$ cat src/dcvd_ram.sv
// ----------------------------------------------------------------------------
// dcvd_ram
// Generic simple dual-port RAM: one write port, one registered read port.
// ----------------------------------------------------------------------------
`default_nettype none

module dcvd_ram #(
  parameter int WIDTH = 8,
  parameter int DEPTH = 16
) (
  input  wire logic                     clk,
  input  wire logic                     we,
  input  wire logic [$clog2(DEPTH)-1:0] waddr,
  input  wire logic [WIDTH-1:0]         wdata,
  input  wire logic [$clog2(DEPTH)-1:0] raddr,
  output logic      [WIDTH-1:0]         rdata
);

  logic [WIDTH-1:0] mem [DEPTH];

  always_ff @(posedge clk) begin
    if (we) begin
      mem[waddr] <= wdata;
    end
    rdata <= mem[raddr];
  end

endmodule

`default_nettype wire

$ cat config.mk
export PLATFORM = sky130hd
export DESIGN_NAME = dcvd_ram
export DESIGN_NICKNAME = d
export VERILOG_FILES = /design/src/dcvd_ram.sv
export SDC_FILE = /design/constraint.sdc
export NUM_CORES = 1
export LEC_CHECK = 0
export BUFFER_PORTS_ARGS = -buffer_cell sky130_fd_sc_hd__buf_4
export CORE_MARGIN = 10
export CORE_UTILIZATION = 40
export DETAILED_ROUTE_END_ITERATION = 8
export PLACE_DENSITY = 0.63
export SLEW_MARGIN = 25
export SYNTH_ARGS = -nofsm -noshare
export SYNTH_HDL_FRONTEND = slang
export SYNTH_SLANG_ARGS = --single-unit
export TNS_END_PERCENT = 10
$ cat constraint.sdc
create_clock -name clk -period 1.55 [get_ports clk]
set_input_delay 0 -clock clk [delete_from_list [all_inputs] [get_ports clk]]
set_output_delay 0 -clock clk [all_outputs]
set_load 0.01 [all_outputs]
-- Yosys cells after proc, flatten, opt, wreduce, memory -nomap -nowiden
Memory sizes are Yosys's and may differ from the RTL's. A register that Yosys moved wholly into a read port is not among the register bits.
Index checks and enable logic that the tools add are counted.
Widths: inputs -> output; s select.
- flip-flop bits (word level): 0
- memory bits (writable): 128
- input bits: 18
- output and inout port bits: 8
- logic and storage cells: 3
- memories: 1
- memory list (memory ; words ; bits a word ; read ports ; clocked after Yosys merged registers in ; wr ports ; RTL line ; text):
    mem ; 16 ; 8 ; 1 ; 1 ; 1 ; 19 ; logic [WIDTH-1:0] mem [DEPTH];
- multiplexer cells: 2
- operators with widths (kind ; count):
    $mux 1 ; 2

-- Longest topological paths before layout
Gate-level depths: netlist of run 1.
- depth in word-level cells: 2
- mapped depth: 5
- gate-level depth less buffers: 3

-- Worst setup path after synthesis of run 1
Ideal clock, no wire load.
- kind: input-to-reg
- from: in waddr[2]
- to: mem mem[0][0], enable pin
- setup time: 0.383 ns
- arrival time: 1.110 ns
- required time: 1.167 ns
- path slack: 0.057 ns
- stages: 2
- path buffers: 0
- path through: or3b_2 > nor3_1
- RTL lines (element ; RTL line ; text):
    start: declaration ; 13 ; input wire logic [$clog2(DEPTH)-1:0] waddr,
    end: declaration ; 19 ;
Straight into the memory's write port.

==> results.json, run 1 <==
{
  "status": "finished, final reports clean",
  "p_int_uw": 7330,
  "worst_slew_pin_slew_ns": 0.630,
  "synth_nets": 247,
  "area_delta_synth_final_pct": 24.4,
  "path_delay_family": "multiplexers",
  "clkPwrFrac_pct": 49.2,
  "cp.depth": 3,
  "ioPinCount": 26,
  "top_usage_layer": "met2",
  "cp_cell_sequence": "mux4_1 -> a22oi_1 -> nand2_1",
  "yosys.area.top_type": "edfxtp_1",
  "cp_max_fo": 1,
  "postSynthCellCount": 229,
  "synth-seq-cells": 136,
  "peakVddDrop_v": 0.000757,
  "required_ns": 1.83,
  "hp-class": "input pin to register",
  "critPathKind": "register to register",
  "cts_htree_levels": 4,
  "utilization_pct": 50.7,
  "seqPwrFrac_pct": 45.9,
  "crit_start": "mem[5][3]",
  "globalRouteOverflowTotal": 0,
  "startpoint_type": "register",
  "cpPeakStageDelay_ns": 0.55,
  "cts_tree": "done",
  "finalWeightedCongestion": 0.732,
  "whs_ns": 0.0886,
  "path_buf_inv": 0,
  "clock_sinks": 136,
  "setup-tns-final_ns": 0,
  "syn_avg_cell_area_um2": 22.5,
  "setup_viol": 0,
  "drc": 0,
  "placed_cell_area_mm2": 0.00566,
  "path_clk_slew_ns": 0.06,
  "track_usage_pct": 12.0,
  "reg2reg_depth": 3,
  "chipHeight_um": 133,
  "drtIter0Drc": 252,
  "crit_end": "rdata[3]",
  "fmax_ghz": 0.714,
  "cts_setup_buffers": 0,
  "ant_nets": 0,
  "cts_inserted_buffers": 17,
  "grt_use_met1_pct": 15.2,
  "io_buffer_count": 25,
  "dp_hpwl_um": 6590,
  "slew_headroom_pct": 57.8,
  "via_count": 2455,
  "final_net_count": 312,
  "wirelength_um": 10100,
  "wl_per_cell_um": 21.1,
  "switching_power_uw": 1670,
  "critPathSlowestCell": "mux4_1",
  "drv_cap": 0,
  "finalCriticalPeriod_ns": 1.40,
  "grtUsageMet3_pct": 3.27,
  "power_density_mw_per_mm2": 1410,
  "drive_gt1_share_pct": 31.6,
  "finalClockSkew_ns": 0.0116,
  "ys.warnings.count": 0,
  "crit_arrival_ns": 1.68,
  "p_leak_uw": 0.00219,
  "combPwrFrac_pct": 4.9,
  "yosys.area.top_type_share_pct": 74.7,
  "drt-pass1-iter-count": 4,
  "synth_area_mm2": 0.00515,
  "design_area_mm2": 0.00640,
  "seqCellArea_mm2": 0.00400,
  "r2r-end": "rdata[3]",
  "cts_resized": 0,
  "antenna_cells": 0,
  "grt_pass1_vias": 2636,
  "rsz0062_at_grt": "no",
  "ys_top_cells_by_area": "edfxtp_1 75%, mux4_2 7.9%, mux4_1 7.1%",
  "crit_path_end_kind": "register",
  "finalCritPeriodShare_pct": 90.4,
  "grt_start_max_net_pins": 17,
  "viasPerCell": 5.13,
  "design.die.area_mm2": 0.0178,
  "maxSlewViolCount": 0,
  "met2_usage_pct": 19.2,
  "rows": 41,
  "multiInputGateArea_mm2": 0.00106,
  "regToRegSetupSlack_ns": 0.15,
  "seq_area_frac_synth_pct": 77.8,
  "antenna_found_initial": 0,
  "hold_violations": 0,
  "timing.rr.start": "mem[5][3]",
  "fp.coreArea_mm2": 0.0126,
  "clkLatencyLatePin_ns": 0.40,
  "ctsLongestPathBuffers": 2,
  "initial_core_util_pct": 40.8,
  "sw_frac_of_total_pct": 18.5,
  "grt_pass1_wl_um": 15900,
  "fill_cells": 1022,
  "root_buffer": "clkbuf_16",
  "ys_types": 19,
  "die_w_um": 133
}
cell type report:
type | instances | share of cell area, %
sequential | 136 | 62.5
clock buffer | 19 | 6.76
timing repair buffer | 56 | 7.27
clock inverter | 13 | 3.56
multi-input combinational | 83 | 16.5
tap | 172 | 3.36
flip-flops by register name, indices dropped and copies added, names as in the netlist:
register / flops
mem: 128
rdata: 8
cells in the final DEF, fill, tap and decap left out, types with 3 or more instances in the layout:
cell,netlist,final
edfxtp_1,128,128
buf_4,1,46
mux4_2,18,18
clkbuf_16,0,17
a22oi_1,16,16
mux4_1,14,14
nor2_1,13,13
nand2_1,9,9
dlygate4sd3_1,0,8
dfxtp_1,8,8
bufinv_16,0,6
nor3_1,4,4
clkinv_2,0,3
cells in the mapped netlist:
master,instances
nand2_1,9
mux4_2,18
and2_1,1
dfxtp_1,8
nand3_1,1
and2b_1,1
nor2b_1,1
nand3b_1,2
nand2b_1,2
edfxtp_1,128
a22oi_1,16
mux4_1,14
nor2_1,13
buf_6,3
nor3_1,4
buf_4,1
buf_2,3
clkdlybuf4s25_2,3
or3b_2,1
power groups by stage:
| stage | combinational, uW | sequential (uW) | clock (uW) |
|---|---|---|---|
| floorplan | 209 | 4220 | 0 |
| global placement | 419 | 4210 | 0 |
| detailed placement | 431 | 4210 | 0 |
| CTS | 451 | 4140 | 4500 |
| global route | 479 | 4140 | 4680 |
| finish | 442 | 4130 | 4430 |
cells by family (layout without fill, tap and decap cells):
kind of cell	Yosys count	after routing	synth area share (%)
AOI/OAI and AO/OA	16	16	2.33
buffers and inverters	10	88	1.68
DFF	136	136	77.8
muxes	32	32	15.0
and+or+nand+nor	35	35	3.18
per-stage QoR:
step	instances	total power, uW	setup WS [ns]
3_5_place_dp	439	4640	0.123
2_1_floorplan	229	4430	0.0571
6_report	479	9000	0.149
5_1_grt	479	9300	0.113
3_3_place_gp	439	4630	0.176
4_1_cts	479	9090	0.152
worst min-delay path by stage:
stage | start | to | slack [ns] | depth (start not counted)
final | raddr[2] | rdata[4] | 0.09 | 4
after CTS | raddr[2] | rdata[4] | 0.09 | 4
after floorplan | wdata[0] | mem[0][0] | 0.1 | 0
after global routing | raddr[2] | rdata[4] | 0.12 | 4
after detailed placement | wdata[7] | mem[6][7] | 0.32 | 1
after global placement | wdata[7] | mem[7][7] | 0.30 | 1
worst reg2reg max path: cells and delay by family (launching register included):
family | cells | cell delay, ns
AOI/OAI and AO/OA | 1 | 0.24
DFF | 1 | 0.38
and+or+nand+nor | 1 | 0.11
muxes | 1 | 0.55
metal layers:
metal	part of all wire (%)	wire length, um
met2	51	5140
met5	0	0
met4	0.90	91
met1	44	4430
met3	4.5	459
what timing repair did:
action                                  4_1_cts  5_1_grt
hold buffers                                  8        0
endpoints found under the setup margin        0        0
endpoints found under the hold margin       128        0
Power figures use the tool's default switching activity.
==> run 2, diff against run 1 <==
Settings changed: PLACE_DENSITY 0.63 to 0.58.
==> run 2 against run 1 <==
Design area increased by 0.39%; via count increased by 2.4%; fmax decreased by 2.0%; count of clock-buffer cells in the layout unchanged; critical path depth unchanged; combinational power increased by 2%; sequential share of layout area decreased by 0.24 points; wire length increased by 4.2%; first-iteration DRC count decreased by 15%; highest routed layer unchanged.
==> results.json, run 2 (same netlist as run 1, synthesis figures left out) <==
{
  "fp.coreArea_mm2": 0.0126,
  "path_clk_slew_ns": 0.06,
  "setup_viol": 0,
  "drc": 0,
  "switching_power_uw": 1720,
  "setup-tns-final_ns": 0,
  "critPathKind": "register to register",
  "largest_reg_flops": 128,
  "sw_frac_of_total_pct": 19.6,
  "combPwrFrac_pct": 5.1,
  "clock_sinks": 136,
  "io_buffer_count": 25,
  "design.die.area_mm2": 0.0178,
  "startpoint_type": "register",
  "regMostFlops": "mem",
  "wirelength_um": 10500,
  "placed_cell_area_mm2": 0.00573,
  "finalWeightedCongestion": 0.702,
  "timing.final.ws_setup_ns": 0.121,
  "hp-class": "input pin to register",
  "hold_violations": 0,
  "required_ns": 1.84,
  "grt_pass1_wl_um": 16100,
  "cpPeakStageDelay_ns": 0.52,
  "design_area_mm2": 0.00643,
  "drtIter0Drc": 214,
  "drv_cap": 0,
  "cts_tree": "done",
  "layout_common_cells": "128 x edfxtp_1, 52 x buf_4, 18 x mux4_2",
  "biggestRegsByFlops": "mem x128, rdata x8",
  "grt_pass1_vias": 2663,
  "final_net_count": 319,
  "via_count": 2513,
  "highest_layer": "met4",
  "root_buffer": "clkbuf_16",
  "antenna_found_initial": 0,
  "ant_nets": 0,
  "critPathSlowestCell": "mux4_1",
  "ctsLongestPathBuffers": 2,
  "cts_resized": 0,
  "chipHeight_um": 133,
  "viasPerCell": 5.17,
  "cts_setup_buffers": 0,
  "power_density_mw_per_mm2": 1370,
  "area_delta_synth_final_pct": 24.9,
  "path_delay_family": "multiplexers",
  "dp_hpwl_um": 7020,
  "power_uw": 8780,
  "path_buf_inv": 0,
  "globalRouteOverflowTotal": 0,
  "initial_core_util_pct": 40.8,
  "p_int_uw": 7050,
  "fmax_ghz": 0.700,
  "antenna_cells": 0,
  "slew_headroom_pct": 72.3,
  "drive_gt1_share_pct": 33.4,
  "met1Wirelength_um": 4690,
  "maxSlewViolCount": 0,
  "seqPwrFrac_pct": 47.1,
  "rsz0062_at_grt": "no",
  "finalCriticalPeriod_ns": 1.43,
  "cp_max_fo": 1,
  "cp_cell_sequence": "mux4_1 -> a22oi_1 -> nand2_1",
  "cts_htree_levels": 4,
  "dpl_worst_slack_ns": 0.166,
  "drt-pass1-iter-count": 4,
  "clkPwrFrac_pct": 47.7,
  "wl_met3_um": 554,
  "crit_arrival_ns": 1.72,
  "ioPinCount": 26,
  "finalCritPeriodShare_pct": 92.2,
  "crit_path_end_kind": "register",
  "wl_met2_um": 5180,
  "cts_hold_buf": 8,
  "finalClockSkew_ns": 0.00775,
  "cts_inserted_buffers": 17,
  "track_usage_pct": 12.3,
  "p_leak_uw": 0.00222,
  "utilization_pct": 50.9,
  "worst_slew_pin_slew_ns": 0.416,
  "clkLatencyLatePin_ns": 0.41,
  "die_w_um": 133,
  "wl_per_cell_um": 21.7,
  "status": "finished, final reports clean",
  "mostFrequentLayoutCell": "edfxtp_1",
  "grt_start_max_net_pins": 17,
  "rows": 41,
  "peakVddDrop_v": 0.000713
}
run 2: changes by cell type in the layout (fill, tap and decap cells not counted):
cell	change
buf_12	+1
buf_4	+6
bufinv_16	-2
clkbuf_1	-1
clkbuf_8	+1
clkinv_2	+2
run 2: worst paths after layout:
kind | startpoint | endpoint | slack [ns] | depth (start not counted)
worst max-delay path | mem[1][3] | rdata[3] | 0.12 | 3
worst min-delay path | waddr[0] | mem[0][5] | 0.10 | 3
worst max register to register | mem[1][3] | rdata[3] | 0.12 | 3
worst min register to register | mem[12][0] | rdata[0] | 0.67 | 3
run 2: area by class of cell:
type | instances | area [um^2]
Clock buffer | 19 | 443
Clock inverter | 13 | 178
Fill cell | 1050 | 6190
Multi-Input combinational cell | 83 | 1060
Sequential cell | 136 | 4000
Tap cell | 172 | 215
Timing Repair Buffer | 63 | 531
run 2: per-layer routing:
metal	vias to the layer above	GRT usage, %
li1	1123	-
met1	1306	16.4
met2	75	18.4
met3	9	3.68
met4	0	4.90
met5	-	0
run 2: worst register-to-register path: stages (launching register included):
cell	delay (ns)
edfxtp_1	0.36
mux4_1	0.52
a22oi_1	0.34
nand2_1	0.09
run 2: stage by stage:
stage / hold WS [ns] / instances
2_1_floorplan: 0.0989 / 229
3_3_place_gp: 0.302 / 446
3_5_place_dp: 0.325 / 446
4_1_cts: 0.0970 / 486
5_1_grt: 0.108 / 486
6_report: 0.103 / 486
run 2: power groups by stage:
stage	registers [uW]	clock network [uW]	logic, uW
after CTS	4140	4260	461
final	4140	4190	450
after global routing	4140	4420	489
after detailed placement	4210	0	443
after floorplan	4220	0	209
after global placement	4210	0	435
