$ cat src/dcvd_shifter.sv
// ----------------------------------------------------------------------------
// dcvd_shifter
// Shared 64-bit left barrel shifter: aligns new words into the bit buffer
// and drops consumed code bits.
// ----------------------------------------------------------------------------
`default_nettype none

module dcvd_shifter (
  input  wire logic [63:0] din,
  input  wire logic [5:0]  amt,
  output logic      [63:0] dout
);

  assign dout = din << amt;

endmodule

`default_nettype wire

$ cat config.mk
export PLATFORM = sky130hd
export DESIGN_NAME = dcvd_shifter
export DESIGN_NICKNAME = d
export VERILOG_FILES = /design/src/dcvd_shifter.sv
export SDC_FILE = /design/constraint.sdc
export NUM_CORES = 1
export LEC_CHECK = 0
export BUFFER_PORTS_ARGS = -buffer_cell sky130_fd_sc_hd__buf_2
export CORE_MARGIN = 10
export CORE_UTILIZATION = 35
export DETAILED_ROUTE_END_ITERATION = 6
export GPL_TIMING_DRIVEN = 0
export PLACE_DENSITY_LB_ADDON = 0.1
export SLEW_MARGIN = 20
export SYNTH_ARGS = -nofsm -noshare
export SYNTH_HDL_FRONTEND = slang
export SYNTH_SLANG_ARGS = --single-unit
export TNS_END_PERCENT = 1
$ cat constraint.sdc
create_clock -name vclk -period 3.45
set_input_delay 0.69 -clock vclk [all_inputs]
set_output_delay 0.69 -clock vclk [all_outputs]
set_load 0.05 [all_outputs]
**Word level (Yosys, flattened, before mapping)**

Cells that the tools add are included.
Widths: inputs -> output; s select.

- Shift-type cells: 1
- Bitwise operators: 0
- Magnitude comparators: 0
- Add/subtract/negate cells: 0
- Reductions and logical operators: 0
- Mux-type cells: 0
- Eq/ne operators: 0
- Div/mod/pow operators: 0
- Multipliers: 0

Operators by type and width:

| operator | number |
|---|---|
| $shl 64x6->64 | 1 |

- Logic and storage cells: 1
- Memory bits (writable): 0
- Register bits: 0
- Bits in latches: 0
- Bits of input ports: 70
- Memory bits (read-only): 0
- Memories kept: 0

**Depth between registers and ports, before layout**

Gate-level depths: netlist of run 1.

- Word-level depth: 1
- Mapped depth: 9
- Mapped depth without buffers: 5

**Worst setup path after synthesis of run 1**

Ideal clock, no wire load.

- Path kind: input -> output
- From: in amt[0]
- To: out dout[56]
- Stages: 7
- Arrival: 3.077 ns
- Required time: 2.760 ns
- Slack: -0.317 ns
- Cells stage by stage: buf_6 > buf_12 > buf_6 > buf_4 > or4b_1 > mux4_2 > o21bai_1

- Cells in the longest elaborated chain, start to end: 1

Ends and longest elaborated chain:

| what | RTL line | RTL |
|---|---|---|
| start, declared | 10 | `input wire logic [5:0] amt,` |
| $shl 64x6->64 | 14 | `assign dout = din << amt;` |
| end, declared | 11 | `output logic [63:0] dout` |

No other way between the ends.

**Worst setup path in the final report of run 1**

- From: in amt[0]
- To: out dout[59]

Same word-level chain as after synthesis.

==> results.sh, run 1 <==
export IMPL_status="finished, violations left"
export IMPL_violations="negative setup slack"
export IMPL_ys_types=54
export IMPL_grt_total_usage=0.254
export IMPL_nets=703
export IMPL_numPortBuffers=132
export IMPL_fin_ws_ns=-0.115
export IMPL_grt_pass1_vias=5231
export IMPL_netlist_area_um2=4290
export IMPL_postPlaceCellArea_um2=5140
export IMPL_crit_path_start_kind="primary input"
export IMPL_hold_viol=0
export IMPL_worst_slew_pin_slew_ns=0.747
export IMPL_setup_viol=11
export IMPL_n_antenna_cell=0
export IMPL_syn_to_final_growth_pct=32.4
export IMPL_die_width_um=131
export IMPL_die_h_um=131
export IMPL_ant_nets=0
export IMPL_synth_avg_cell_area_um2=8.89
export IMPL_via_per_inst=6.74
export IMPL_finalWorstPathRequiredPeriod_ns=3.57
export IMPL_fillerInstances=1203
export IMPL_hold_path_class="primary input to primary output"
export IMPL_ioPinCount=134
export IMPL_grt_max_degree=11
export IMPL_hold_depth=4
export IMPL_p_leak_nw=2.38
export IMPL_layout_commonest_cell="buf_2"
export IMPL_antenna_found_initial=0
export IMPL_n_sequential_cell=0
export IMPL_vias=5246
export IMPL_path_class="primary input to primary output"
export IMPL_fin_area_um2=5680
export IMPL_fmax_ghz=0.280
export IMPL_routed_wl_um=22600
export IMPL_netSwitchingPower_mw=0.873
export IMPL_maxCapViolCount=0
export IMPL_hold_buffers=0
export IMPL_clkPwrFrac=0
export IMPL_fin_hold_ws_ns=2.00
export IMPL_sw_frac_of_total=0.626
export IMPL_period_share=1.03
export IMPL_synth_nets=552
export IMPL_path_max_fanout=7
export IMPL_final_cell_mix="buf_2 (112), mux4_2 (54), nand2_1 (49), nor2_1 (44), mux2_2 (41)"
export IMPL_power_frac_seq=0
export IMPL_drt_pass1_iterations=5
export IMPL_route_detailed_drc=0
export IMPL_num_rows=40
export IMPL_core_area_um2=12000
export IMPL_grt_pass1_wl_um=33400
export IMPL_wl_per_cell_um=29.1
export IMPL_ir_drop_v=0.0000777
export IMPL_yosysWarnings=0
export IMPL_final_util=0.473
export IMPL_slew_violations=0
export IMPL_p_comb_frac=1.000
export IMPL_worst_ep_required_time_ns=2.76
export IMPL_synthCells=482
export IMPL_place_hpwl_um=18500
export IMPL_crit_path_end_kind="primary output"
export IMPL_power_density_nw_per_um2=246
export IMPL_synth_seq_area_share=0
export IMPL_initial_core_util=0.357
export IMPL_gr_total_overflow=0
export IMPL_rsz0062_at_grt="true"
export IMPL_arrival_ns=2.88
export IMPL_nClkBuffers=0
export IMPL_min_from="amt[5]"
export IMPL_drtIter0Drc=525
export IMPL_routabilityCongestion=0.998
export IMPL_slew_limit_headroom=0.502
export IMPL_dieArea_um2=17100
export IMPL_power_internal_mw=0.522
export IMPL_finalSetupTns_ns=-0.466
export IMPL_regArea_um2=0
export IMPL_hold_end="dout[53]"
export IMPL_final_layout_size_suffix_gt1_frac=0.506
stage by stage:
step / worst slack (ns) / std cells / power, mW
floorplan: -0.262 / 482 / 0.857
global placement: -0.632 / 761 / 1.23
detailed placement: -0.580 / 761 / 1.23
CTS: -0.0889 / 769 / 1.33
global route: -0.150 / 778 / 1.45
finish: -0.115 / 778 / 1.39
routing by layer:
metal	GRT usage	vias to the layer above	routed length [um]	part of all wire
met4	0.0634	0	672	0.030
met2	0.413	342	10500	0.46
met5	0	-	0	0
met3	0.0479	54	2190	0.097
met1	0.339	2602	9240	0.41
li1	-	2248	-	-
cells by family after synthesis:
| kind of cell | after synthesis | synth area share |
|---|---|---|
| multiplexers | 166 | 0.594 |
| AND/OR/NAND/NOR | 131 | 0.135 |
| AO/OA/AOI/OAI | 124 | 0.202 |
| buffers and inverters | 61 | 0.0698 |
how the worst max path moves through the flow:
stage           start  endpoint  slack [ns]
6_report       amt[0]  dout[59]       -0.12
4_1_cts        amt[0]  dout[62]       -0.09
3_5_place_dp   amt[2]  dout[62]       -0.58
5_1_grt        amt[0]  dout[59]       -0.15
3_3_place_gp   amt[2]  dout[54]       -0.63
2_1_floorplan  amt[3]  dout[38]       -0.26
final cells by class:
class,instances,area [um2],area share
multi-input cells,421,4190,0.739
repair buffers,149,906,0.160
well taps,147,184,0.0324
plain buffers,54,365,0.0644
inverters,7,26.3,0.00463
critical path: stages:
cell and delay (ns):
buf_12 0.10, buf_12 0.12, buf_4 0.12, mux4_1 0.61
mux4_2 0.50, and2_1 0.21, a221oi_2 0.24, o21ai_2 0.12
buf_6 0.17
power by group through the flow:
stage | sequential (mW) | clock, mW | combinational (mW)
after floorplan | 0 | 0 | 0.857
after global placement | 0 | 0 | 1.23
after detailed placement | 0 | 0 | 1.23
after CTS | 0 | 0 | 1.33
after global routing | 0 | 0 | 1.45
final | 0 | 0 | 1.39
repair_timing:
item	4_1_cts	5_1_grt
pin swaps	9	3
cloned	1	0
setup endpoints to repair	55	46
resized for setup	91	36
setup buffers	7	9
cell usage after synthesis (5+ instances only):
| cell type | count | share of area |
|---|---|---|
| nor2_1 | 44 | 0.039 |
| nand2_1 | 49 | 0.043 |
| buf_1 | 5 | 0.0044 |
| nor3_1 | 7 | 0.0082 |
| clkbuf_1 | 35 | 0.031 |
| o211ai_1 | 14 | 0.025 |
| mux2_2 | 49 | 0.13 |
| o21ai_0 | 16 | 0.019 |
| mux4_1 | 12 | 0.074 |
| o22ai_1 | 11 | 0.016 |
| and2_1 | 6 | 0.0088 |
| buf_2 | 6 | 0.0070 |
| a21oi_1 | 28 | 0.033 |
| mux2i_1 | 55 | 0.13 |
| nand3_1 | 5 | 0.0058 |
| nand2b_1 | 5 | 0.0073 |
| mux4_2 | 50 | 0.26 |
| o21a_1 | 7 | 0.012 |
| o221ai_1 | 9 | 0.018 |
No activity file was read; power rests on OpenSTA's default activity.
==> run 2: changes to the inputs <==
--- a/config.mk
+++ b/config.mk
@@ -6,6 +6,7 @@
 export NUM_CORES = 1
 export LEC_CHECK = 0
 export BUFFER_PORTS_ARGS = -buffer_cell sky130_fd_sc_hd__buf_2
+export CORE_ASPECT_RATIO = 0.9
 export CORE_MARGIN = 10
 export CORE_UTILIZATION = 35
 export DETAILED_ROUTE_END_ITERATION = 6
==> run 2 against run 1 <==
Final cell count rose by 1.3%. Largest cell class unchanged. Maximum frequency about the same. Wire length grew 1.9%. Power fell by 0.18%. Via count down 1.0%. The flow still finishes with violations (negative setup slack). Flip-flop and latch count is the same. Combinational power barely moved. Worst setup slack worse by 0.0029 ns. Highest routed layer unchanged. Critical path depth rose by 1. Non-clock buffer count decreased by 3. Die area barely moved.
==> results.sh, run 2 (synthesized netlist as in run 1, its figures left out) <==
export IMPL_fin_ws_ns=-0.118
export IMPL_finalSetupTns_ns=-1.13
export IMPL_crit_chain="buf_12 -> buf_12 -> buf_12 -> mux4_2 -> a222oi_1 -> buf_4 -> mux2i_4 -> a221oi_4 -> o21ai_1 -> buf_6"
export IMPL_syn_to_final_growth_pct=32.8
export IMPL_routabilityCongestion=1.03
export IMPL_hold_viol=0
export IMPL_die_h_um=125
export IMPL_nClkBuffers=0
export IMPL_grt_total_usage=0.256
export IMPL_fillerInstances=1204
export IMPL_finalWorstPathRequiredPeriod_ns=3.57
export IMPL_postPlaceCellArea_um2=5160
export IMPL_status="finished, violations left"
export IMPL_worst_ep_required_time_ns=2.76
export IMPL_num_rows=38
export IMPL_vias=5192
export IMPL_via_per_inst=6.59
export IMPL_cpMostUsedCell="buf_12"
export IMPL_path_class="primary input to primary output"
export IMPL_worst_slew_pin_slew_ns=0.884
export IMPL_n_antenna_cell=0
export IMPL_hold_path_class="primary input to primary output"
export IMPL_rsz0062_at_grt="true"
export IMPL_core_area_um2=12000
export IMPL_layout_commonest_cell="buf_2"
export IMPL_finalPower_mw=1.39
export IMPL_die_width_um=137
export IMPL_setup_viol=22
export IMPL_period_share=1.03
export IMPL_fmax_ghz=0.280
export IMPL_gr_total_overflow=0
export IMPL_numPortBuffers=132
export IMPL_path_max_fanout=7
export IMPL_ir_drop_v=0.000111
export IMPL_final_layout_size_suffix_gt1_frac=0.513
export IMPL_place_hpwl_um=18800
export IMPL_antenna_found_initial=0
export IMPL_grt_pass1_vias=5349
export IMPL_arrival_ns=2.88
export IMPL_n_sequential_cell=0
export IMPL_route_detailed_drc=0
export IMPL_violations="negative setup slack"
export IMPL_power_density_nw_per_um2=245
export IMPL_drtIter0Drc=579
export IMPL_slew_violations=0
export IMPL_p_leak_nw=2.38
export IMPL_hold_buffers=0
export IMPL_wl_per_cell_um=29.2
export IMPL_fin_area_um2=5690
export IMPL_cp_slowest_cell="mux4_2"
export IMPL_ant_nets=0
export IMPL_regArea_um2=0
export IMPL_initial_core_util=0.356
export IMPL_maxCapViolCount=0
export IMPL_nets=700
export IMPL_ioPinCount=134
export IMPL_crit_path_start_kind="primary input"
export IMPL_crit_path_end_kind="primary output"
export IMPL_dieArea_um2=17100
export IMPL_grt_pass1_wl_um=34100
export IMPL_drt_pass1_iterations=5
export IMPL_final_cell_mix="buf_2 (118), mux4_2 (56), nand2_1 (49), nor2_1 (43), mux2_2 (42)"
export IMPL_slew_limit_headroom=0.409
export IMPL_max_stage_delay_ns=0.52
export IMPL_routed_wl_um=23000
export IMPL_grt_max_degree=11
[run 2: cell types whose count changed in the layout (fill, tap and decap cells not counted), moves of 2 or more]
cell       delta
buf_4         -7
mux2i_4       -2
mux4_1        -2
a21oi_1       -2
a2bb2oi_2     +2
mux4_2        +2
clkbuf_2      -2
buf_2         +6
a2bb2oi_1     -2
a21oi_2       +2
[run 2: timing repair]
item | 4_1_cts | 5_1_grt
setup buffers | 12 | 0
setup endpoints to repair | 54 | 44
resized for setup | 92 | 41
pin swaps | 8 | 1
cloned | 2 | 0
[run 2: worst paths after layout]
kind,start,endpoint,slack (ns),cells after the start
setup / recovery,amt[0],dout[59],-0.12,10
hold / removal,amt[5],dout[53],2.00,4
[run 2: final cells by class]
type	instances	area (um2)	area share
Buffer	54	382	0.0670
Timing Repair Buffer	146	895	0.157
Multi-Input combinational cell	421	4190	0.736
Tap cell	160	200	0.0352
Inverter	7	26.3	0.00462
[run 2: metal layers]
metal	vias to the layer above	share of wire	GRT usage
li1	2248	-	-
met1	2588	0.41	0.347
met2	322	0.47	0.407
met3	34	0.099	0.0580
met5	-	0	0
met4	0	0.023	0.0539
[run 2: critical path: cells and delay by family]
kind / cells / cell delay, ns
buffers and inverters: 5 / 0.74
muxes: 2 / 0.60
AOI/OAI and AO/OA: 3 / 0.84
[run 2: metrics by stage]
stage / hold slack, ns / utilization / cells / setup slack [ns]
2_1_floorplan: 1.72 / - / 482 / -0.262
3_3_place_gp: 2.00 / 0.429 / 774 / -0.691
3_5_place_dp: 1.97 / 0.429 / 774 / -0.669
4_1_cts: 1.98 / 0.463 / 788 / -0.0813
5_1_grt: 2.02 / 0.473 / 788 / -0.156
6_report: 2.00 / 0.473 / 788 / -0.118
[run 2: power by group]
group / internal (mW) / switching [mW] / total (mW)
combinational: 0.519 / 0.873 / 1.39
sequential: 0 / 0 / 0
clock: 0 / 0 / 0
==> run 3: changes to the inputs <==
--- a/config.mk
+++ b/config.mk
@@ -10,7 +10,6 @@
 export CORE_MARGIN = 10
 export CORE_UTILIZATION = 35
 export DETAILED_ROUTE_END_ITERATION = 6
-export GPL_TIMING_DRIVEN = 0
 export PLACE_DENSITY_LB_ADDON = 0.1
 export SLEW_MARGIN = 20
 export SYNTH_ARGS = -nofsm -noshare
==> run 3 against run 2 <==
The run now ends clean. Critical path depth down 2. Global-route usage down 3.1 points. Worst setup slack better by 0.15 ns. Non-clock buffer count up 49. Utilization up 2.8 points. Clock-buffer cell count unchanged. Power up 2.3%. Die area unchanged. Combinational power about the same. Final cell count up 6.2%. First-iteration DRC count down 6.6%. Critical endpoint is now dout[48]. Largest cell class unchanged.
==> results.sh, run 3 (synthesized netlist as in run 1, its figures left out) <==
export IMPL_antenna_found_initial=0
export IMPL_power_frac_seq=0
export IMPL_min_from="amt[5]"
export IMPL_finalSetupTns_ns=0
export IMPL_sw_frac_of_total=0.588
export IMPL_layout_commonest_cell="buf_2"
export IMPL_fin_ws_ns=0.0321
export IMPL_slew_limit_headroom=0.597
export IMPL_routabilityCongestion=0.955
export IMPL_ant_nets=0
export IMPL_nClkBuffers=0
export IMPL_arrival_ns=2.73
export IMPL_post_cts_buffers=0
export IMPL_grt_pass1_vias=5208
export IMPL_path_max_fanout=9
export IMPL_dieArea_um2=17100
export IMPL_routed_wl_um=20500
export IMPL_vias=5103
export IMPL_use_met1=0.298
export IMPL_multi_input_area_um2=4020
export IMPL_max_stage_delay_ns=0.54
export IMPL_initial_core_util=0.356
export IMPL_n_antenna_cell=0
export IMPL_p_leak_nw=2.68
export IMPL_maxCapViolCount=0
export IMPL_final_cell_mix="buf_2 (118), buf_4 (108), mux4_2 (54)"
export IMPL_status="complete, no violations"
export IMPL_grt_total_usage=0.226
export IMPL_regArea_um2=0
export IMPL_gr_total_overflow=0
export IMPL_pre_cts_slack_ns=-0.265
export IMPL_num_rows=38
export IMPL_cp_slowest_cell="mux4_2"
export IMPL_via_per_inst=6.10
export IMPL_numPortBuffers=134
export IMPL_die_h_um=125
export IMPL_route_detailed_drc=0
export IMPL_cp_top_family="multiplexers"
export IMPL_rsz0062_at_grt="true"
export IMPL_hold_depth=4
export IMPL_crit_path_start_kind="primary input"
export IMPL_n_sequential_cell=0
export IMPL_clkPwrFrac=0
export IMPL_setup_viol=0
export IMPL_core_area_um2=12000
export IMPL_slew_violations=0
export IMPL_p_comb_frac=1.000
export IMPL_period_share=0.991
export IMPL_fmax_ghz=0.293
export IMPL_place_hpwl_um=16600
export IMPL_final_util=0.502
export IMPL_hold_end="dout[26]"
export IMPL_grt_pass1_wl_um=30900
export IMPL_crit_buf_inv=3
export IMPL_power_density_nw_per_um2=236
export IMPL_nets=749
export IMPL_fillerInstances=1193
export IMPL_worst_slew_pin_slew_ns=0.603
export IMPL_ir_drop_v=0.000124
export IMPL_worst_ep_required_time_ns=2.76
export IMPL_syn_to_final_growth_pct=40.8
export IMPL_wl_per_cell_um=24.5
export IMPL_global_route_usage_met2=0.384
export IMPL_hold_path_class="primary input to primary output"
export IMPL_die_width_um=137
export IMPL_busiest_layer="met2"
export IMPL_drt_pass1_iterations=7
export IMPL_finalWorstPathRequiredPeriod_ns=3.42
export IMPL_netSwitchingPower_mw=0.837
export IMPL_grt_max_degree=49
export IMPL_ioPinCount=134
export IMPL_postPlaceCellArea_um2=5840
export IMPL_hold_viol=0
export IMPL_drtIter0Drc=541
export IMPL_power_internal_mw=0.587
export IMPL_crit_chain="clkbuf_16 -> clkbuf_16 -> mux4_2 -> mux2_2 -> o21ai_0 -> o22ai_1 -> mux2_2 -> buf_4"
export IMPL_grtUsageMet3=0.0332
export IMPL_final_layout_size_suffix_gt1_frac=0.545
export IMPL_fin_area_um2=6030
export IMPL_path_class="primary input to primary output"
export IMPL_crit_path_end_kind="primary output"
export IMPL_fin_hold_ws_ns=1.96
==> run 3: changes by cell type in the layout (fill, tap and decap cells not counted), moves of 3 or more <==
cell,previous run,this run
buf_4,26,108
clkbuf_1,20,0
mux2i_2,9,6
mux2_2,42,49
buf_6,12,8
mux2i_4,7,0
mux2_4,7,0
a21oi_2,5,0
buf_12,5,8
clkbuf_2,11,0
mux2i_1,39,49
a21oi_1,23,28
==> run 3: metrics by stage <==
stage,power [mW],instances
after floorplan,0.857,482
after global placement,1.36,834
after detailed placement,1.36,834
after CTS,1.40,835
after global routing,1.50,837
final,1.42,837
==> run 3: worst max path at each step <==
stage / startpoint / to / slack (ns) / cells after the start
floorplan: amt[3] / dout[38] / -0.26 / 6
global placement: amt[0] / dout[63] / -0.26 / 9
detailed placement: amt[0] / dout[63] / -0.26 / 9
CTS: amt[0] / dout[55] / -0.004 / 8
global route: amt[0] / dout[53] / -0.0002 / 8
finish: amt[0] / dout[48] / 0.03 / 8
==> run 3: repair_timing <==
action,in CTS,in global routing
gates resized for setup,28,17
setup endpoints to repair,39,28
endpoints found under the hold margin,0,0
pin swaps,2,4
cloned,1,2
hold buffers,0,0
==> run 3: layout make-up <==
class | count | share of cell area
Inverter | 7 | 0.00436
Multi-Input combinational cell | 421 | 0.666
Timing Repair Buffer | 249 | 0.296
Tap cell | 160 | 0.0332
==> run 3: worst min-delay path, cell delays in order <==
cell and delay [ns]:
buf_2 0.10, buf_4 0.22, a21oi_1 0.05, buf_2 0.20
==> run 3: power groups by stage <==
stage / combinational (mW) / clock (mW) / sequential, mW
finish: 1.42 / 0 / 0
global route: 1.50 / 0 / 0
CTS: 1.40 / 0 / 0
detailed placement: 1.36 / 0 / 0
global placement: 1.36 / 0 / 0
floorplan: 0.857 / 0 / 0
==> run 3: metal layers <==
metal,share of wire,up-vias
met5,0,-
met4,0.020,0
met3,0.077,24
met2,0.48,223
met1,0.43,2513
li1,-,2343
